==> config.mk <==
export PLATFORM = sky130hd
export DESIGN_NAME = valve_motor_homing_positioner
export DESIGN_NICKNAME = d
export VERILOG_FILES = /design/src/vmhp_pkg.sv /design/src/vmhp_cfg.sv /design/src/vmhp_core.sv /design/src/valve_motor_homing_positioner.sv
export SDC_FILE = /design/constraint.sdc
export NUM_CORES = 1
export LEC_CHECK = 0
export BUFFER_PORTS_ARGS = -buffer_cell sky130_fd_sc_hd__buf_2
export CELL_PAD_IN_SITES_DETAIL_PLACEMENT = 1
export CELL_PAD_IN_SITES_GLOBAL_PLACEMENT = 1
export CORE_ASPECT_RATIO = 1.1
export CORE_MARGIN = 4
export CORE_UTILIZATION = 48
export CTS_CLUSTER_DIAMETER = 40
export CTS_CLUSTER_SIZE = 30
export DETAILED_ROUTE_END_ITERATION = 10
export GPL_ROUTABILITY_DRIVEN = 1
export GPL_TIMING_DRIVEN = 0
export PLACE_DENSITY_LB_ADDON = 0.1
export REMOVE_ABC_BUFFERS = 1
export SYNTH_ARGS = -nofsm -noshare
export SYNTH_HDL_FRONTEND = slang
export SYNTH_SLANG_ARGS = --single-unit
==> constraint.sdc <==
create_clock -name clk -period 8.8 [get_ports clk]
set_clock_uncertainty 0.05 [all_clocks]
set_input_delay 0.44 -clock clk [delete_from_list [all_inputs] [get_ports clk]]
set_output_delay 0.44 -clock clk [all_outputs]
set_load 0.01 [all_outputs]
==> src/vmhp_pkg.sv <==
// Package for the valve motor homing positioner.
// Holds the phase encoding, the register map, and the item, result and configuration bundles.
// No dependencies.
package vmhp_pkg;

  // Field widths
  localparam int unsigned TickW  = 16;
  localparam int unsigned SpanW  = 15;
  localparam int unsigned PctW   = 8;
  localparam int unsigned PosW   = 16;
  localparam int unsigned BlankW = 8;
  localparam int unsigned DbandW = 10;
  localparam int unsigned CfgIdxW  = 2;
  localparam int unsigned CfgDataW = 16;

  // Saturation limits
  localparam logic [TickW-1:0]       TickSatMax = 16'd32767;
  localparam logic signed [PosW-1:0] PosMax     = 16'sh7fff;
  localparam logic signed [PosW-1:0] PosMin     = 16'sh8000;

  // Reset values of the configuration registers
  localparam logic [TickW-1:0]  StartupDelayRst = 16'd192;
  localparam logic [BlankW-1:0] BlankingRst     = 8'd32;
  localparam logic [DbandW-1:0] DeadbandRst     = 10'd16;

  // Register map
  typedef enum logic [CfgIdxW-1:0] {
    REG_STARTUP_DELAY = 2'd0,
    REG_BLANKING      = 2'd1,
    REG_DEADBAND      = 2'd2
  } cfg_reg_t;

  // Request kinds
  typedef enum logic {
    OP_TICK   = 1'b0,
    OP_TARGET = 1'b1
  } op_t;

  // Controller phases, one-hot
  typedef enum logic [7:0] {
    M_PREINIT = 8'b0000_0001,
    M_INIT    = 8'b0000_0010,
    M_HOME1   = 8'b0000_0100,
    M_HOME2   = 8'b0000_1000,
    M_WAIT    = 8'b0001_0000,
    M_DOWN    = 8'b0010_0000,
    M_ZERO    = 8'b0100_0000,
    M_UP      = 8'b1000_0000
  } mode_t;

  // Phase codes seen on the result port
  localparam logic [2:0] PH_PREINIT = 3'd0;
  localparam logic [2:0] PH_INIT    = 3'd1;
  localparam logic [2:0] PH_HOME1   = 3'd2;
  localparam logic [2:0] PH_HOME2   = 3'd3;
  localparam logic [2:0] PH_WAIT    = 3'd4;
  localparam logic [2:0] PH_DOWN    = 3'd5;
  localparam logic [2:0] PH_ZERO    = 3'd6;
  localparam logic [2:0] PH_UP      = 3'd7;

  typedef struct packed {
    logic [TickW-1:0]  startup_delay;
    logic [BlankW-1:0] blanking_ticks;
    logic [DbandW-1:0] deadband;
  } cfg_t;

  typedef struct packed {
    logic            operation;
    logic            end_stop;
    logic [PctW-1:0] target_percent;
  } item_t;

  typedef struct packed {
    logic                   motor_fwd;
    logic                   motor_rev;
    logic [2:0]             phase;
    logic signed [PosW-1:0] position;
    logic signed [PosW-1:0] target_position;
    logic [SpanW-1:0]       calibrated_span;
  } result_t;

  function automatic logic [2:0] phase_code(mode_t m);
    logic [2:0] code;
    case (m)
      M_PREINIT: code = PH_PREINIT;
      M_INIT:    code = PH_INIT;
      M_HOME1:   code = PH_HOME1;
      M_HOME2:   code = PH_HOME2;
      M_WAIT:    code = PH_WAIT;
      M_DOWN:    code = PH_DOWN;
      M_ZERO:    code = PH_ZERO;
      M_UP:      code = PH_UP;
      default:   code = PH_PREINIT;
    endcase
    return code;
  endfunction

endpackage

==> src/vmhp_cfg.sv <==
// Configuration register file of the valve positioner.
// Depends on vmhp_pkg for the register map and the cfg_t bundle.
module vmhp_cfg (
  input  logic                           clk,
  input  logic                           rst,
  input  logic                           cfg_valid,
  output logic                           cfg_ready,
  input  logic [vmhp_pkg::CfgIdxW-1:0]   cfg_index,
  input  logic [vmhp_pkg::CfgDataW-1:0]  cfg_data,
  output vmhp_pkg::cfg_t                 cfg
);
  import vmhp_pkg::*;

  cfg_t regs;

  // Writes are always taken; unknown indexes are dropped
  assign cfg_ready = 1'b1;

  always_ff @(posedge clk) begin
    if (rst) begin
      regs.startup_delay  <= StartupDelayRst;
      regs.blanking_ticks <= BlankingRst;
      regs.deadband       <= DeadbandRst;
    end else if (cfg_valid) begin
      case (cfg_index)
        REG_STARTUP_DELAY: regs.startup_delay  <= cfg_data;
        REG_BLANKING:      regs.blanking_ticks <= cfg_data[BlankW-1:0];
        REG_DEADBAND:      regs.deadband       <= cfg_data[DbandW-1:0];
        default:           ;
      endcase
    end
  end

  assign cfg = regs;

endmodule

==> src/vmhp_core.sv <==
// Controller state and one-request step logic of the valve positioner.
// Depends on vmhp_pkg; state advances when fire is high, result shows the state after the step.
module vmhp_core (
  input  logic              clk,
  input  logic              rst,
  input  logic              fire,
  input  vmhp_pkg::item_t   item,
  input  vmhp_pkg::cfg_t    cfg,
  output vmhp_pkg::result_t result
);
  import vmhp_pkg::*;

  // State registers
  mode_t                  mode;
  logic [TickW-1:0]       tick_count;
  logic [SpanW-1:0]       span;
  logic signed [PosW-1:0] current_pos;
  logic [SpanW-1:0]       wanted_pos;
  logic [PctW-1:0]        wanted_percent;
  logic                   drive_plus;
  logic                   drive_minus;

  mode_t                  mode_next;
  logic [TickW-1:0]       tick_count_next;
  logic [SpanW-1:0]       span_next;
  logic signed [PosW-1:0] current_pos_next;
  logic [SpanW-1:0]       wanted_pos_next;
  logic [PctW-1:0]        wanted_percent_next;
  logic                   drive_plus_next;
  logic                   drive_minus_next;

  // Shared target multiplier: span times percent
  logic [TickW-1:0]       home_count;
  logic [SpanW-1:0]       mul_span;
  logic [PctW-1:0]        mul_pct;
  logic [SpanW+PctW-1:0]  product;
  logic [SpanW-1:0]       product_pos;

  // Saturating homing count
  assign home_count = (tick_count < TickSatMax) ? tick_count + 16'd1 : tick_count;
  assign mul_span   = (item.operation == OP_TARGET) ? span : home_count[SpanW-1:0];
  assign mul_pct    = (item.operation == OP_TARGET) ? item.target_percent : wanted_percent;
  assign product    = mul_span * mul_pct;
  assign product_pos = product[SpanW+PctW-1:PctW];

  // Next-state logic
  always_comb begin
    logic signed [17:0] want_ext;
    logic signed [17:0] db_ext;
    logic signed [17:0] pos_ext;
    logic signed [17:0] want_ext_n;
    logic signed [PosW-1:0] pos_dn;
    logic signed [PosW-1:0] pos_up;

    mode_next           = mode;
    tick_count_next     = tick_count;
    span_next           = span;
    current_pos_next    = current_pos;
    wanted_pos_next     = wanted_pos;
    wanted_percent_next = wanted_percent;
    drive_plus_next     = drive_plus;
    drive_minus_next    = drive_minus;

    want_ext   = $signed({3'b000, wanted_pos});
    db_ext     = $signed({8'd0, cfg.deadband});
    pos_ext    = {{2{current_pos[PosW-1]}}, current_pos};
    want_ext_n = want_ext - db_ext;
    pos_dn     = (current_pos != PosMin) ? current_pos - 16'sd1 : current_pos;
    pos_up     = (current_pos != PosMax) ? current_pos + 16'sd1 : current_pos;

    if (item.operation == OP_TARGET) begin
      // Target write: no time passes
      wanted_percent_next = item.target_percent;
      if (span != '0) begin
        wanted_pos_next = product_pos;
      end
    end else begin
      case (mode)
        M_PREINIT: begin
          tick_count_next  = cfg.startup_delay;
          current_pos_next = -16'sd1;
          span_next        = '0;
          mode_next        = M_INIT;
        end
        M_INIT: begin
          if (tick_count <= 16'd1) begin
            mode_next       = M_HOME1;
            tick_count_next = {8'd0, cfg.blanking_ticks};
            drive_plus_next = 1'b1;
          end else begin
            tick_count_next = tick_count - 16'd1;
          end
        end
        M_HOME1: begin
          if (tick_count != '0) begin
            tick_count_next = tick_count - 16'd1;
          end else if (item.end_stop) begin
            drive_plus_next  = 1'b0;
            drive_minus_next = 1'b1;
            mode_next        = M_HOME2;
          end
        end
        M_HOME2: begin
          tick_count_next = home_count;
          if (home_count > {8'd0, cfg.blanking_ticks} && item.end_stop) begin
            drive_minus_next = 1'b0;
            mode_next        = M_WAIT;
            span_next        = home_count[SpanW-1:0];
            current_pos_next = '0;
            wanted_pos_next  = product_pos;
          end
        end
        M_WAIT: begin
          if (want_ext_n > pos_ext) begin
            tick_count_next  = {8'd0, cfg.blanking_ticks};
            drive_minus_next = 1'b0;
            drive_plus_next  = 1'b1;
            mode_next        = M_UP;
          end else if (want_ext + db_ext < pos_ext) begin
            tick_count_next  = {8'd0, cfg.blanking_ticks};
            drive_plus_next  = 1'b0;
            drive_minus_next = 1'b1;
            mode_next        = (wanted_pos < (span >> 3)) ? M_ZERO : M_DOWN;
          end
        end
        M_ZERO: begin
          current_pos_next = pos_dn;
          if (tick_count != '0) begin
            tick_count_next = tick_count - 16'd1;
          end else if (item.end_stop) begin
            drive_plus_next  = 1'b0;
            drive_minus_next = 1'b0;
            current_pos_next = '0;
            mode_next        = M_WAIT;
          end
        end
        M_DOWN: begin
          current_pos_next = pos_dn;
          if (tick_count != '0) begin
            tick_count_next = tick_count - 16'd1;
          end else if (item.end_stop) begin
            current_pos_next = '0;
          end
          // Stop on reaching the target or the zero stop
          if (current_pos_next <= $signed({1'b0, wanted_pos})) begin
            drive_plus_next  = 1'b0;
            drive_minus_next = 1'b0;
            mode_next        = M_WAIT;
          end
        end
        M_UP: begin
          current_pos_next = pos_up;
          if (tick_count != '0) begin
            tick_count_next = tick_count - 16'd1;
          end else if (item.end_stop) begin
            drive_plus_next  = 1'b0;
            drive_minus_next = 1'b0;
            current_pos_next = $signed({1'b0, span});
            mode_next        = M_WAIT;
          end
          if (current_pos_next >= $signed({1'b0, wanted_pos})) begin
            drive_plus_next  = 1'b0;
            drive_minus_next = 1'b0;
            mode_next        = M_WAIT;
          end
        end
        default: begin
          mode_next = M_PREINIT;
        end
      endcase
    end
  end

  always_ff @(posedge clk) begin
    if (rst) begin
      mode           <= M_PREINIT;
      tick_count     <= '0;
      span           <= '0;
      current_pos    <= '0;
      wanted_pos     <= '0;
      wanted_percent <= '0;
      drive_plus     <= 1'b0;
      drive_minus    <= 1'b0;
    end else if (fire) begin
      mode           <= mode_next;
      tick_count     <= tick_count_next;
      span           <= span_next;
      current_pos    <= current_pos_next;
      wanted_pos     <= wanted_pos_next;
      wanted_percent <= wanted_percent_next;
      drive_plus     <= drive_plus_next;
      drive_minus    <= drive_minus_next;
    end
  end

  // State after this step
  always_comb begin
    result.motor_fwd       = drive_plus_next;
    result.motor_rev       = drive_minus_next;
    result.phase           = phase_code(mode_next);
    result.position        = current_pos_next;
    result.target_position = $signed({1'b0, wanted_pos_next});
    result.calibrated_span = span_next;
  end

endmodule

==> src/valve_motor_homing_positioner.sv <==
// Top level of the valve motor homing positioner.
// Depends on vmhp_pkg, vmhp_cfg and vmhp_core; holds the request and result registers.
//
// Usage:
//   Request channel (item_valid / item_stall): a tick carrying end_stop, or a
//   target write carrying target_percent, selected by operation.
//   Result channel (result_valid / result_stall): one result per request with
//   the motor drives, phase, position, target position and calibrated span
//   as they stand after that request.
//   Configuration channel (cfg_valid / cfg_ready, cfg_index, cfg_data): always
//   ready; index 0 startup delay, 1 blanking ticks, 2 deadband. Write only
//   while no request is in flight.
// Timing: a request is registered on acceptance and its result is registered
//   when the step stage fires. One request per cycle is taken while the result
//   is not stalled; the step logic is a single pass with one 15x8 multiply.
// Reset: synchronous; the configuration, controller and valid registers return to
//   their defaults, the controller goes to preinit and its motor drives are off.
// Stall: a held result blocks the step stage; the request register then holds
//   its request and item_stall rises until the result is taken.
module valve_motor_homing_positioner (
  input  logic                                clk,
  input  logic                                rst,
  input  logic                                item_valid,
  output logic                                item_stall,
  input  logic                                operation,
  input  logic                                end_stop,
  input  logic [vmhp_pkg::PctW-1:0]           target_percent,
  output logic                                result_valid,
  input  logic                                result_stall,
  output logic                                motor_fwd,
  output logic                                motor_rev,
  output logic [2:0]                          phase,
  output logic signed [vmhp_pkg::PosW-1:0]    position,
  output logic signed [vmhp_pkg::PosW-1:0]    target_position,
  output logic [vmhp_pkg::SpanW-1:0]          calibrated_span,
  input  logic                                cfg_valid,
  output logic                                cfg_ready,
  input  logic [vmhp_pkg::CfgIdxW-1:0]        cfg_index,
  input  logic [vmhp_pkg::CfgDataW-1:0]       cfg_data
);
  import vmhp_pkg::*;

  cfg_t    cfg;
  item_t   req;
  logic    req_valid;
  result_t step_result;
  result_t res;
  logic    res_valid;
  logic    fire;

  vmhp_cfg u_cfg (
    .clk       (clk),
    .rst       (rst),
    .cfg_valid (cfg_valid),
    .cfg_ready (cfg_ready),
    .cfg_index (cfg_index),
    .cfg_data  (cfg_data),
    .cfg       (cfg)
  );

  // Step stage advances when the result register is free or being drained
  assign fire       = req_valid && (!res_valid || !result_stall);
  assign item_stall = req_valid && res_valid && result_stall;

  // Request register
  always_ff @(posedge clk) begin
    if (rst) begin
      req_valid <= 1'b0;
    end else if (!item_stall) begin
      req_valid <= item_valid;
    end
  end

  always_ff @(posedge clk) begin
    if (!item_stall && item_valid) begin
      req.operation      <= operation;
      req.end_stop       <= end_stop;
      req.target_percent <= target_percent;
    end
  end

  vmhp_core u_core (
    .clk    (clk),
    .rst    (rst),
    .fire   (fire),
    .item   (req),
    .cfg    (cfg),
    .result (step_result)
  );

  // Result register
  always_ff @(posedge clk) begin
    if (rst) begin
      res_valid <= 1'b0;
    end else if (fire) begin
      res_valid <= 1'b1;
    end else if (!result_stall) begin
      res_valid <= 1'b0;
    end
  end

  always_ff @(posedge clk) begin
    if (fire) begin
      res <= step_result;
    end
  end

  assign result_valid    = res_valid;
  assign motor_fwd       = res.motor_fwd;
  assign motor_rev       = res.motor_rev;
  assign phase           = res.phase;
  assign position        = res.position;
  assign target_position = res.target_position;
  assign calibrated_span = res.calibrated_span;

endmodule

* After elaboration in Yosys (flattened, before gate mapping) *
Cells that the tools add are included.
W data, S select, Z words.

storage, ports and cells
  bits in registers = 177
  logic and storage cells = 143
  output and inout port bits = 55
  bits of input ports = 33

cells by class
  multiply operators = 1
  bitwise logic cells = 1
  add/subtract/negate cells = 6
  eq/ne operators = 22
  reductions and logical operators = 19
  order comparisons = 8
  mux-type cells = 64

operator list
  cell                     count
  $mux W16                 17
  $pmux W16 S5             2
  $mux W15                 7
  $mux W8                  12
  $pmux W8 S8              1
  $ne A16 B16 Y1 const B   2
  $pmux W15 S2             1
  $mul A15 B8 Y23          1
  $pmux W3 S7              1
  $mux W1                  20
  $lt A17 B16 Y1           1
  $add A15 B10 Y16         1
  $add A16 B1 Y16 const B  1
  $add A16 B2 Y16 const B  1
  $eq A8 B2 Y1 const B     2
  $eq A8 B3 Y1 const B     2
  $eq A8 B4 Y1 const B     2
  $eq A8 B5 Y1 const B     2
  $eq A8 B6 Y1 const B     2
  $eq A8 B7 Y1 const B     2
  $eq A8 B8 Y1 const B     2
  $ge A16 B16 Y1           1
  $gt A16 B16 Y1           1
  $gt A16 B8 Y1            1
  other kinds (27)         36

* Logic depth before layout (Yosys ltp) *
Gate-level depths: netlist of run 1.

  depth after elaboration = 12
  depth in mapped cells = 27
  depth with buffers taken out = 27

* By module *
A second synthesis of run 1 with hierarchy kept.

second synthesis, totals
  cell total of the unflattened synthesis = 1,957
  area, all modules = 16,557.1 µm²

modules (own cells, without submodules)
  module                         area an instance (µm²)  cells each  sequential area each (µm²)  instances
  vmhp_core                      13,148.9                1,746       1,601.5                     1
  valve_motor_homing_positioner  1,948.1                 72          1,901.8                     1
  vmhp_cfg                       1,460.2                 139         680.7                       1

* Least setup slack after synthesis of run 1 *
OpenSTA, ideal clock, no wires.

  path kind = register to register
  start = register req[9] (netlist bit)
  end = register u_core.wanted_pos[12]
  clock period less this slack = 6.799 ns
  path buffers = 4
  data arrival time = 6.653 ns
  library setup time = 0.095 ns
  required time = 8.655 ns
  cell stages (with the launch flop) = 25
  path slack = 2.001 ns
  cell sequence = edfxtp_1 clkbuf_1 clkbuf_1 clkbuf_1 buf_1 mux2i_1 nor2_1 fa_1 inv_1 fa_1 inv_1 fa_1 inv_1 fa_1 inv_1 ha_1 o211ai_1 nor2_1 nand4_1 or4_4 a21o_1 a31oi_4 a21oi_2 or4_1 o311ai_1

on the way
  cells in the longest elaborated chain, start to end = 5
  elaborated cells on any way between the ends = 7
  those cells by class = mul (1); mux (6)

RTL lines
  element                              RTL line                             RTL
  from (decl)                          valve_motor_homing_positioner.sv:44  item_t req;
  $mux W15 or $mux W8 (tied branches)  -
  $mul A15 B8 Y23                      vmhp_core.sv:43                      assign product = mul_span * mul_pct;
  $mux W15                             vmhp_core.sv:105                     if (home_count > {8'd0, cfg.blanking_ticks} && item.end_stop) begin
  $mux W15                             vmhp_core.sv:78                      case (mode)
  $mux W15 *                           vmhp_core.sv:71                      if (item.operation == OP_TARGET) begin
  to (signal assigned)                 vmhp_core.sv:189                     wanted_pos <= wanted_pos_next;
  to (decl)                            vmhp_core.sv:18                      logic [SpanW-1:0] wanted_pos;

Every way passes the cells marked *; elsewhere a longest branch is shown, timed or not.
A chain may end at the register's enable or synchronous reset.

==> impl_metrics.yaml, run 1 <==
run_status:
  status: "completed"
finish:
  final_cells: 2422
  synthToLayoutAreaGrowth_pct: 8.96
  drive_gt1_share_pct: 9.45
  diodes: 0
  nNetsFinal: 2235
global_routing:
  groute.usage.overall_pct: 29.7
  grt_pass1_wl_um: 86400
  grt_max_degree: 81
  antenna_found_initial: 2
  overflow: 0
  grt_pass1_vias: 15600
yosys:
  synth-seq-cells: 177
  ys_warn_count: 0
  netlist_area_um2: 16200
  ys_types: 88
  async_flop_share_pct: 0
  synth_ff_type: "dfxtp_1"
  avgSynthCellArea_um2: 8.27
  synth_edf_count: 61
  synth.yosys.seq_area_share_pct: 25.7
  netlist_instances: 1958
clock_network:
  cts.htree.levels: 4
  cts.sink_count: 177
  cts_made_buffers: 17
  cts_resized: 0
  clk_latency_ns: 0.47
  clockRootBuffer: "clkbuf_16"
  clockBufferDepth: 2
  cts_hold_buf: 0
  post_cts_buffers: 0
  cts_tree: "built"
  cts.clk_slew.worst_paths_ns: 0.08
worst_setup_path:
  cpMaxStageDelayCell: "mux2i_1"
  cp-start-kind: "flop"
  criticalPathCategory: "reg2reg"
  cp.arrival_ns: 8.36
  required_ns: 8.97
  r2r_slack_ns: 0.61
  path_max_fanout: 10
  cpPeakStageDelay_ns: 0.83
  worst-path-buf-inv: 4
  cp-end-kind: "flop"
  cp_top_family: "adder cells"
die:
  fp-row-count: 70
  die-area_um2: 36700
  coreArea_um2: 33300
  ios: 88
  die_w_um: 183
  fp.dieH_um: 201
  start_util_pct: 48.7
drt:
  post-route-drc-count: 0
  initialDrtViolationCount: 861
  first_pass_iters: 5
  wl_um: 54300
  wl_per_cell_um: 22.4
  vias: 14700
  ant_nets: 0
  viasPerCell: 6.05
timing:
  finalSetupTns_ns: 0
  hold_ws_ns: 0.0891
  drv_slew: 0
  tightest_slew_ns: 1.28
  setup_violations: 0
  period_share_pct: 93.1
  rsz0062_at_grt: "false"
  fmax_mhz: 122
  setup_slack_ns: 0.611
  hold_viol: 0
  fin_crit_ns: 8.19
  relSlewSlack_pct: 12.1
power_and_ir_drop:
  seqPwrFrac_pct: 36.7
  netSwitchingFraction_pct: 38.1
  ir_drop_uv: 164
  comb_power_share_pct: 31.7
  pwr-share-clk_pct: 31.6
  p_int_w: 0.00159
  switchingPower_w: 0.000980
  powerDensity_nw_per_um2: 146
  leakagePower_nw: 7.49
flow_run:
  maxCapViolations: 0
place:
  gp_congestion: 0.921
  io_buffers: 85
  hpwl_um: 42500
  dp.cells: 2390
  place_ws_ns: 0.655
hold_path:
  hold_path_class: "in2reg"
==> cell families (layout without fill, tap and decap cells) <==
logic type	count (synthesis)	in the layout	synth area share, %
muxes	58	58	3.80
DFF	177	177	25.7
xor gates and xnor gates	74	74	4.12
other	2	2	0.0464
adders and majority gates	225	225	21.0
and+or+nand+nor	687	687	20.0
AOI/OAI and AO/OA	452	452	18.6
buffers and inverters	283	315	6.75
==> cell usage after synthesis, types with 11 or more instances <==
cell	count	area, um2
fa_1	79	1580
xor2_1	17	149
o21bai_1	15	113
nor4_1	22	138
dfxtp_1	116	2320
and3_1	17	106
nand2_1	200	751
clkbuf_1	83	312
mux2_2	17	191
nand4_1	28	175
or3_1	13	81.3
o21ai_0	83	415
a221oi_1	24	210
mux2i_1	39	390
o21a_1	19	143
nor2_1	232	871
ha_1	146	1830
a21oi_1	139	696
a211oi_1	33	248
xnor2_1	56	490
nand2b_1	34	213
a21o_1	28	210
nand3b_1	11	82.6
a22o_1	14	123
edfxtp_1	61	1830
nor3_1	40	200
nand3_1	28	140
or2_2	11	68.8
inv_1	181	679
==> registers in the layout (all words and copies together) (netlist names), 3 cells and up <==
| register | flops |
|---|---|
| u_cfg.cfg | 34 |
| u_core.wanted_pos | 15 |
| phase | 3 |
| target_position | 15 |
| u_core.wanted_percent | 8 |
| u_core.current_pos | 16 |
| u_core.span | 15 |
| u_core.tick_count | 16 |
| position | 16 |
| u_core.mode | 8 |
| calibrated_span | 15 |
| req | 10 |
==> metrics by stage <==
step | area (um2) | utilization (%) | power (W)
finish | 17600 | 53.0 | 0.00257
global route | 17600 | 53.0 | 0.00272
CTS | 17600 | 53.0 | 0.00258
detailed placement | 17000 | 51.2 | 0.00177
global placement | 16800 | 50.3 | 0.00173
floorplan | 15800 | - | 0.00148
==> final timing paths <==
path                                           start             endpoint  cells past startpoint
worst max-delay path            u_core.tick_count[0]  target_position[14]                     27
worst min-delay path               target_percent[0]               req[0]                      1
worst max register to register  u_core.tick_count[0]  target_position[14]                     27
worst min register to register         u_cfg.cfg[21]        u_cfg.cfg[21]                      2
==> power by group through the flow <==
stage / sequential [W] / combinational, W / clock (W)
finish: 0.000943 / 0.000816 / 0.000811
global route: 0.000949 / 0.000908 / 0.000859
CTS: 0.000943 / 0.000812 / 0.000822
detailed placement: 0.000961 / 0.000804 / 0
global placement: 0.000964 / 0.000763 / 0
floorplan: 0.000956 / 0.000529 / 0
==> metal layers <==
layer	track usage (%)	wire length, um	vias to the layer above
met2	51.1	26900	340
met4	12.2	2270	4
met3	5.42	2330	116
met5	0	21	-
met1	36.5	22900	7311
li1	-	-	6889
==> placed cells by master (no fill, tap or decap), types with 15 or more instances in the layout <==
cell,instances
mux2_2,17
o21a_1,19
nor4_1,21
nand3_1,28
edfxtp_1,61
a21o_1,28
a21oi_1,138
mux2i_1,39
nand4_1,28
ha_1,146
nand2_1,199
and3_1,16
xnor2_1,56
nand2b_1,34
a221oi_1,24
fa_1,79
dfxtp_1,116
xor2_1,17
inv_1,181
nor2_1,232
o21bai_1,15
nor3_1,37
o21ai_0,83
clkbuf_16,18
buf_2,84
a211oi_1,33
==> area by class of cell <==
type	instances	area, um2
Sequential cell	177	4150
Fill cell	4038	15600
Tap cell	432	541
Multi-Input combinational cell	1498	11000
Clock inverter	14	159
Clock buffer	18	450
Inverter	184	693
Timing Repair Buffer	99	663
(Power assumes the default switching activity.)
==> inputs of run 2 (changes only) <==
- CORE_ASPECT_RATIO: 1.1 -> default
==> run 2 against run 1 <==
Against the previous run:
- cell count is 0.37% higher
- combinational power about the same
- highest routed layer is now met4
- global-route usage rose by 0.81 points
- worst hold slack lost 0.0018 ns
- via count is 0.98% higher
- sequential power is essentially flat
- largest cell class unchanged
- maximum frequency increased by 1.2%
- critical endpoint is now target_position[10]
- sequential share of layout area barely moved
==> impl_metrics.yaml, run 2 (synthesis gave the netlist of run 1 again) <==
clock_network:
  cts_made_buffers: 17
  cts.clk_slew.worst_paths_ns: 0.08
  post_cts_buffers: 0
  cts_tree: "built"
  clockBufferDepth: 2
  cts.htree.levels: 4
  clockRootBuffer: "clkbuf_16"
  clk_latency_ns: 0.47
  cts.sink_count: 177
worst_setup_path:
  r2r_slack_ns: 0.71
  cp-start-kind: "flop"
  cp-end-kind: "flop"
  cpPeakStageDelay_ns: 0.56
  worst-path-buf-inv: 2
  path_max_fanout: 10
  cpMaxStageDelayCell: "fa_1"
  required_ns: 8.94
  reg2reg_depth: 25
  rr_startpoint: "u_core.tick_count[0]"
  cp.arrival_ns: 8.22
  r2r_end: "target_position[10]"
  cp_top_family: "adder cells"
  crit_top_cell: "fa_1"
  criticalPathCategory: "reg2reg"
power_and_ir_drop:
  ir_drop_uv: 156
  powerDensity_nw_per_um2: 146
  leakagePower_nw: 7.48
timing:
  drv_slew: 0
  fin_crit_ns: 8.09
  rsz0062_at_grt: "false"
  hold_viol: 0
  fmax_mhz: 124
  relSlewSlack_pct: 9.30
  tightest_slew_ns: 1.32
  finalSetupTns_ns: 0
  hold_ws_ns: 0.0873
  setup_violations: 0
  period_share_pct: 91.9
drt:
  ant_nets: 0
  post-route-drc-count: 0
  initialDrtViolationCount: 928
  viasPerCell: 6.09
  first_pass_iters: 5
  wl_per_cell_um: 22.7
  vias: 14800
  wl_um: 55100
die:
  ios: 88
  die-area_um2: 36700
  fp-row-count: 66
  fp.dieH_um: 192
  coreArea_um2: 32900
  start_util_pct: 49.3
  die_w_um: 192
finish:
  utilization_pct: 53.6
  drive_gt1_share_pct: 9.45
  stdcell_area_um2: 17600
  diodes: 0
  layout_commonest_cell: "nor2_1"
  nNetsFinal: 2234
  fillerInstances: 4013
  final_cells: 2431
  synthToLayoutAreaGrowth_pct: 8.86
  final_cell_mix: "nor2_1, nand2_1, inv_1"
  largest_reg_flops: 34
global_routing:
  grt_pass1_vias: 15600
  antenna_found_initial: 0
  overflow: 0
  grt_max_degree: 77
  groute.usage.overall_pct: 30.5
  grt_pass1_wl_um: 87600
place:
  dp.cells: 2399
  place_area_um2: 17000
  hpwl_um: 43100
  gp_congestion: 0.932
  io_buffers: 85
flow_run:
  maxCapViolations: 0
hold_path:
  hold_path_startpoint: "target_percent[6]"
  holdPathEnd: "req[6]"
  hold_path_class: "in2reg"
  min_path_cells: 1
run_status:
  status: "completed"
-- run 2: cell types whose count changed in the layout (fill, tap and decap cells not counted), moves of 2 or more --
cell      delta
clkinv_8     -4
buf_6        -2
inv_8        -2
inv_6        +4
clkbuf_8     +2
-- run 2: how the worst max path moves through the flow --
stage	start	end	cells after the start
2_1_floorplan	u_core.tick_count[0]	u_core.wanted_pos[12]	26
3_3_place_gp	u_core.wanted_pos[0]	u_core.tick_count[8]	23
3_5_place_dp	u_core.tick_count[0]	target_position[10]	27
4_1_cts	u_core.tick_count[0]	target_position[10]	27
5_1_grt	u_core.tick_count[0]	target_position[10]	25
6_report	u_core.tick_count[0]	target_position[10]	25
-- run 2: what timing repair did --
action	in CTS	in global routing
endpoints found under the hold margin	0	0
hold buffers	0	0
setup endpoints to repair	0	1
resized for setup	0	1
-- run 2: layout make-up --
class / instances / area, um2 / share of cell area, %
Multi-Input combinational cell: 1498 / 11000 / 62.3
Sequential cell: 177 / 4150 / 23.6
Inverter: 184 / 693 / 3.93
Timing Repair Buffer: 98 / 636 / 3.61
Tap cell: 442 / 553 / 3.14
Clock buffer: 21 / 503 / 2.85
Clock inverter: 11 / 101 / 0.575
-- run 2: routing by layer --
metal | global-route usage, % | vias to the layer above | share of wire [%]
met5 | 0 | - | 0
met4 | 10.3 | 0 | 3.0
met3 | 3.85 | 88 | 3.7
met1 | 39.1 | 7475 | 44
li1 | - | 6895 | -
met2 | 53.2 | 345 | 49
-- run 2: through the flow --
step	power [W]	worst slack [ns]
floorplan	0.00148	2.00
global placement	0.00172	0.377
detailed placement	0.00176	0.638
CTS	0.00257	0.560
global route	0.00271	0.150
finish	0.00257	0.711
-- run 2: power by group --
group	switching [W]	internal (W)	leakage [nW]	total [W]
Combinational	0.000516	0.000299	5.65	0.000815
Clock	0.000388	0.000422	0.301	0.000811
Sequential	0.0000527	0.000892	1.53	0.000945
Total	0.000957	0.00161	7.48	0.00257
-- run 2: worst reg2reg max path, cell delays in order (launching register included) --
cell	delay, ns
dfxtp_1	0.55
ha_1	0.32
nand3_1	0.18
o41a_4	0.49
and3_1	0.24
and3_1	0.19
xor2_1	0.55
mux2i_1	0.51
nor2_1	0.29
fa_1	0.47
fa_1	0.50
fa_1	0.56
inv_1	0.06
fa_1	0.53
inv_1	0.04
ha_1	0.34
a21oi_1	0.14
o21ai_0	0.13
o2111ai_1	0.30
a21oi_1	0.10
nor2_1	0.22
a21o_1	0.21
nand3b_1	0.12
a21oi_1	0.19
xor2_1	0.34
o21ai_0	0.20
==> inputs of run 3 (changes only) <==
- CTS_BUF_LIST: default -> sky130_fd_sc_hd__clkbuf_16
==> run 3 against run 2 <==
Against the previous run:
- global-route usage down 0.059 points
- sequential cell count is the same
- worst hold slack better by 0.0036 ns
- cell count unchanged
- maximum frequency down 0.28%
- register-to-register slack got worse by 0.02 ns
==> impl_metrics.yaml, run 3 (synthesis gave the netlist of run 1 again) <==
clock_network:
  clockBufferDepth: 2
  cts_tree: "built"
  cts_resized: 0
  cts.clk_slew.worst_paths_ns: 0.08
  cts_hold_buf: 0
  clk_latency_ns: 0.47
  post_cts_buffers: 0
  cts_made_buffers: 17
  cts.htree.levels: 4
  clockRootBuffer: "clkbuf_16"
  cts.sink_count: 177
timing:
  fmax_mhz: 123
  hold_viol: 0
  drv_slew: 0
  rsz0062_at_grt: "false"
  relSlewSlack_pct: 8.24
  fin_crit_ns: 8.11
  finalSetupTns_ns: 0
  tightest_slew_ns: 1.34
  period_share_pct: 92.2
  setup_violations: 0
die:
  die_w_um: 192
  start_util_pct: 49.3
  fp.dieH_um: 192
  ios: 88
  fp-row-count: 66
  coreArea_um2: 32900
  die-area_um2: 36700
global_routing:
  grt_pass1_vias: 15600
  grt_max_degree: 77
  grt.busiest_layer: "met2"
  use_met2_pct: 52.9
  overflow: 0
  use_met1_pct: 39.1
  grt_use_met3_pct: 4.14
  grt_pass1_wl_um: 87400
  antenna_found_initial: 0
  groute.usage.overall_pct: 30.4
power_and_ir_drop:
  switchingPower_w: 0.000953
  netSwitchingFraction_pct: 37.4
  p_int_w: 0.00160
  pwr-share-clk_pct: 31.0
  seqPwrFrac_pct: 37.1
  powerDensity_nw_per_um2: 145
  comb_power_share_pct: 31.9
  leakagePower_nw: 7.47
  ir_drop_uv: 169
worst_setup_path:
  path_max_fanout: 10
  cp.arrival_ns: 8.24
  crit_start: "u_core.tick_count[0]"
  required_ns: 8.93
  rr_startpoint: "u_core.tick_count[0]"
  cp-start-kind: "flop"
  cp-end-kind: "flop"
  criticalPathCategory: "reg2reg"
drt:
  ant_nets: 0
  post-route-drc-count: 0
  initialDrtViolationCount: 986
  first_pass_iters: 5
  vias: 14800
  wl_um: 55100
  viasPerCell: 6.08
  wl_per_cell_um: 22.7
finish:
  regArea_um2: 4150
  layout_commonest_cell: "nor2_1"
  stdcell_area_um2: 17600
  diodes: 0
  drive_gt1_share_pct: 9.40
  largest_reg_flops: 34
  multiInputGateArea_um2: 11000
  fillerInstances: 4017
  nNetsFinal: 2234
  final_cell_mix: "nor2_1, nand2_1, inv_1"
  synthToLayoutAreaGrowth_pct: 8.74
flow_run:
  maxCapViolations: 0
run_status:
  status: "completed"
hold_path:
  hold_path_startpoint: "target_percent[6]"
  hold_path_class: "in2reg"
place:
  io_buffers: 85
  hpwl_um: 43100
  gp_congestion: 0.932
  place_area_um2: 17000
run 3: cell types whose count changed in the layout (fill, tap and decap cells not counted):
cell,previous run,this run
clkinv_1,2,3
clkbuf_8,2,0
inv_2,0,1
run 3: path summary, 6_finish.rpt:
check | depth (start not counted) | slack [ns] | end
max | 25 | 0.69 | target_position[10]
min | 1 | 0.09 | req[6]
max reg2reg | 25 | 0.69 | target_position[10]
min reg2reg | 2 | 0.41 | u_cfg.cfg[27]
run 3: worst max-delay path, stage by stage, from the launching register on:
cell and delay [ns]:
dfxtp_1 0.54, ha_1 0.32, nand3_1 0.18, o41a_4 0.49, and3_1 0.24, and3_1 0.19, xor2_1 0.56, mux2i_1 0.52
nor2_1 0.28, fa_1 0.47, fa_1 0.50, fa_1 0.56, inv_1 0.06, fa_1 0.53, inv_1 0.04, ha_1 0.33
a21oi_1 0.14, o21ai_0 0.13, o2111ai_1 0.30, a21oi_1 0.10, nor2_1 0.22, a21o_1 0.21, nand3b_1 0.12, a21oi_1 0.19
xor2_1 0.33, o21ai_0 0.20
run 3: final cells by class:
type	instances	share of cell area [%]
multi-input cells	1498	62.4
flip-flops and latches	177	23.6
inverters	184	3.94
repair buffers	98	3.61
well taps	442	3.14
clock buffers	19	2.70
clock inverters	13	0.618
run 3: per-layer routing:
metal,up-vias,share of wire (%)
met5,-,0
met1,7440,44
li1,6894,-
met2,354,49
met4,0,3.1
met3,92,3.8
run 3: per-stage QoR:
stage | utilization, % | total power (W) | hold WS, ns | instances | worst slack [ns]
detailed placement | 51.8 | 0.00176 | 0.401 | 2399 | 0.638
global placement | 51.0 | 0.00172 | 0.391 | 2386 | 0.377
finish | 53.6 | 0.00255 | 0.0909 | 2431 | 0.689
CTS | 53.6 | 0.00256 | 0.0719 | 2431 | 0.567
floorplan | - | 0.00148 | 0.375 | 1859 | 2.00
global route | 53.6 | 0.00270 | 0.0739 | 2431 | 0.152
run 3: power by group through the flow:
stage	sequential (W)	combinational (W)	clock, W
3_3_place_gp	0.000964	0.000754	0
4_1_cts	0.000944	0.000809	0.000804
3_5_place_dp	0.000963	0.000797	0
5_1_grt	0.000952	0.000903	0.000841
6_report	0.000945	0.000814	0.000791
2_1_floorplan	0.000956	0.000529	0
